`src/hdl/ais_pkg.sv`:
```
package ais_pkg;

	localparam int unsigned SetDepthDefault = 64;
	localparam int unsigned ValueWidth      = 32;

	typedef logic signed [ValueWidth-1:0] value_t;

	typedef enum logic [0:0] {
		ST_FILL,
		ST_DRAIN
	} ais_state_t;

	// Control broadcast to every cell of the chain.
	typedef struct packed {
		logic   ins;
		logic   shl;
		value_t new_value;
	} ais_ctl_t;

endpackage

```
`src/hdl/ais_cell.sv`:
```
module ais_cell
	import ais_pkg::*;
(
	input  logic     clk,
	input  logic     arst_n,
	input  ais_ctl_t ctl,
	input  logic     prev_keep,
	input  value_t   prev_value,
	input  logic     prev_valid,
	input  value_t   next_value,
	input  logic     next_valid,
	output value_t   value,
	output logic     valid,
	output logic     keep
);

	value_t value_q;
	logic   valid_q;

	// The chain is sorted ascending, so the cells that keep their value form a prefix.
	assign keep  = valid_q && (value_q <= ctl.new_value);
	assign value = value_q;
	assign valid = valid_q;

	always_ff @(posedge clk or negedge arst_n) begin
		if (!arst_n) begin
			valid_q <= 1'b0;
		end else if (ctl.ins && !keep) begin
			valid_q <= prev_keep ? 1'b1 : prev_valid;
		end else if (ctl.shl) begin
			valid_q <= next_valid;
		end
	end

	always_ff @(posedge clk) begin
		if (ctl.ins && !keep) begin
			value_q <= prev_keep ? ctl.new_value : prev_value;
		end else if (ctl.shl) begin
			value_q <= next_value;
		end
	end

endmodule

```
`config.mk`:
```
export PLATFORM = sky130hd
export DESIGN_NAME = ais_cell
export DESIGN_NICKNAME = d
export VERILOG_FILES = /design/src/hdl/ais_pkg.sv /design/src/hdl/ais_cell.sv
export SDC_FILE = /design/constraint.sdc
export NUM_CORES = 1
export LEC_CHECK = 0
export ABC_AREA = 1
export BUFFER_PORTS_ARGS = -buffer_cell sky130_fd_sc_hd__buf_2
export CAP_MARGIN = 10
export CORE_ASPECT_RATIO = 0.5
export CORE_MARGIN = 5
export CORE_UTILIZATION = 25
export DETAILED_ROUTE_END_ITERATION = 10
export PLACE_DENSITY_LB_ADDON = 0.1
export SLEW_MARGIN = 20
export SYNTH_ARGS = -nofsm -noshare
export SYNTH_HDL_FRONTEND = slang
export SYNTH_SLANG_ARGS = --single-unit
```
`constraint.sdc`:
```
create_clock -name clk -period 3.9 [get_ports clk]
set_input_delay 0.585 -clock clk [delete_from_list [all_inputs] [get_ports clk]]
set_output_delay 0.585 -clock clk [all_outputs]
set_load 0.005 [all_outputs]
```
==> impl_results.md <==
* Outcome: finished, final reports clean
* Clock Tree Buf Depth at 2
* Commonest non-fill, non-tap cells in the layout: buf_2, nand2_1, inv_1
* Commonest non-fill, non-tap cell in the layout: buf_2
* Simple logic cell fraction of the synthesized area at 19.7%
* Fillcell total at 1,140
* Worst path slowest cell: buf_4
* Synthesized Nets at 467
* Synth Warn # at 0
* Row count at 26
* # nets final at 598
* Number of setup buffers added after CTS at 0
* CP Max Fanout at 45
* Largest net degree at the start of global routing at 65
* Hold_buf cts at 0
* CP required at 3.91 ns
* Slew @ Worst Pin at 1.02 ns
* Final-report hold violation count at 0
* Max Slew Vio Count at 0
* Via density at 4.08
* Pwr per Cell Area at 424 nW/um^2
* Post-Syn Instances at 332
* LEAKAGE at 1.88 nW
* Synth Area per Inst at 7.90 um^2
* Cell Area, Synth at 2620 um^2
* DRT Wirelength at 7370 um
* Max_cap viols at 0
* CTS resizes at 0
* Io pins at 137
* CP endpoint kind: register
* Final GP Congestion at 0.721
* Fraction of layout cells with a size suffix above 1 at 35.8%
* Residual DRC count at 0
* Min cycle time layout at 2.89 ns
* Pre-CTS WS at 0.657 ns
* Total CTS buffers at 5
* Relative slew slack at 32.2%
* Slowest cell delay on critical path at 0.55 ns
* Max Clk Rate at 346 MHz
* Syn-to-layout area delta at 35.5%
* Setup violations, final at 0
* Hold/Removal Path Class: in2async
* Die Ht at 82.4 um
* Initial Util at 25.7%
* WS Path Type: in2reg
* Synth cell types at 24
* Chip width at 155 um
* Avg WL per Cell at 12.2 um
* Initial antenna violation count at 0
* Htree depth at 2
* Vias in the first global route at 2,348
* Hold WS at 0.0802 ns
* CTS clk-pin slew, worst paths at 0.06 ns
* Synth Area in Compound Gates at 17.4%
* Diode count at 0
* Initial DRC Count at 79
* Global-route wire length before repair at 11,400 um
* Vias at 2,465
* First drt pass iteration count at 4
* ANT nets after route at 0
* DP HPWL at 6020 um
* RSZ-0062 raised after global routing: no
* Core area at 10,200 um^2
* Critical Path, Cell by Cell: buf_2 > inv_1 > ha_1 > a21oi_1 > o21a_1 > nand2_1 > a21oi_1 > nand3_1 > nand3_2 > nand2_2 > nand2_2 > buf_4 > o21ai_1
* Tcrit/Tclk final at 74.1%
* GR Overflow Total at 0
* Main combinational cell family by area after synthesis: simple AND/OR/NAND/NOR gates
* Arrival time worst endpoint at 2.90 ns
* Synth Area in XOR/XNOR at 0%
* Seq/Total Area, Yosys at 37.6%
* Layout Utilization at 34.8%
* Adder-Cell Fraction of Synth Area at 15.3%
* TNS Setup at 0 ns
* Post-synthesis mux area share at 0.381%
* CTS Sinks at 33
* Peak supply drop at 148 uV
* CTS tree: yes
* Tot GR Track Use at 11.3%
* Setup ws final at 1.01 ns
* Clock latency on the worst-skew pair at 0.28 ns
* Yosys reg bits at 33
* Critical Path Start Type: primary input
* Die area at 12,800 um^2
* Root buf cell: clkbuf_16
* Clock skew at 0.00476 ns
* Port bufs at 136
## critical path: cells and delay by family
kind / cells / cell delay [ns]
AO/OA/AOI/OAI: 4 / 0.65
adder cells (fa/ha/maj): 1 / 0.32
buffers and inverters: 3 / 0.66
AND/OR/NAND/NOR: 5 / 0.67
## cells by family after synthesis
family | count (synthesis)
fa+ha+maj | 32
buf+inv | 57
simple gates | 127
flops | 33
mux | 1
compound gates | 82
## metrics by stage
step                      cell area [um^2]  cells  power, mW
after floorplan                       2620    332      0.932
after global placement                3420    596       1.15
after detailed placement              3420    596       1.15
after CTS                             3550    604       1.54
after global routing                  3550    604       1.65
final                                 3550    604       1.51
## cell usage after synthesis (all sizes together)
master / number / area, um^2
a21o: 1 / 7.51
a21oi: 14 / 70.1
buf: 10 / 77.6
clkbuf: 4 / 15.0
dfrtp: 1 / 25.0
edfxtp: 32 / 961
ha: 32 / 400
inv: 43 / 161
mux2i: 1 / 10.0
nand2: 109 / 429
nand3: 5 / 30.0
nand4: 2 / 12.5
nor2: 11 / 46.3
o21a: 2 / 15.0
o21ai: 65 / 363
## layer usage
| layer | global-route usage (%) | vias up | part of all wire [%] |
|---|---|---|---|
| met5 | 0 | - | 0 |
| met4 | 2.38 | 0 | 0.56 |
| met3 | 3.49 | 2 | 6.3 |
| met2 | 18.5 | 63 | 46 |
| met1 | 14.9 | 1037 | 47 |
| li1 | - | 1363 | - |
## report_power, final
group	internal, mW	total (mW)	switching [mW]	leakage, nW
logic	0.245	0.568	0.323	1.48
clock network	0.231	0.382	0.151	0.0687
registers	0.510	0.558	0.0479	0.338
total	0.986	1.51	0.522	1.88
## final cells by class
type / instances / area, um^2 / share of cell area [%]
timing repair buffer: 138 / 708 / 19.9
sequential: 33 / 986 / 27.7
inverter: 43 / 161 / 4.54
clock inverter: 3 / 12.5 / 0.352
multi-input combinational: 242 / 1390 / 39.0
clock buffer: 5 / 125 / 3.52
tap: 140 / 175 / 4.93
## sequential cells by signal (all words and copies together), names as in the netlist
register and cells:
valid 1, value 32
## worst paths after layout
check	start	to	slack (ns)	cells after the start
max	ctl[31]	value[5]$_DFFE_PP_	1.01	13
min	arst_n	valid$_DFFE_PN0P_	0.08	1
max reg2reg	value[31]$_DFFE_PP_	value[5]$_DFFE_PP_	1.01	11
min reg2reg	valid$_DFFE_PN0P_	valid$_DFFE_PN0P_	0.59	2
max in group asynchronous	arst_n	valid$_DFFE_PN0P_	3.73	1
min in group clk	next_value[30]	value[30]$_DFFE_PP_	0.58	3
(Power assumes the default switching activity.)
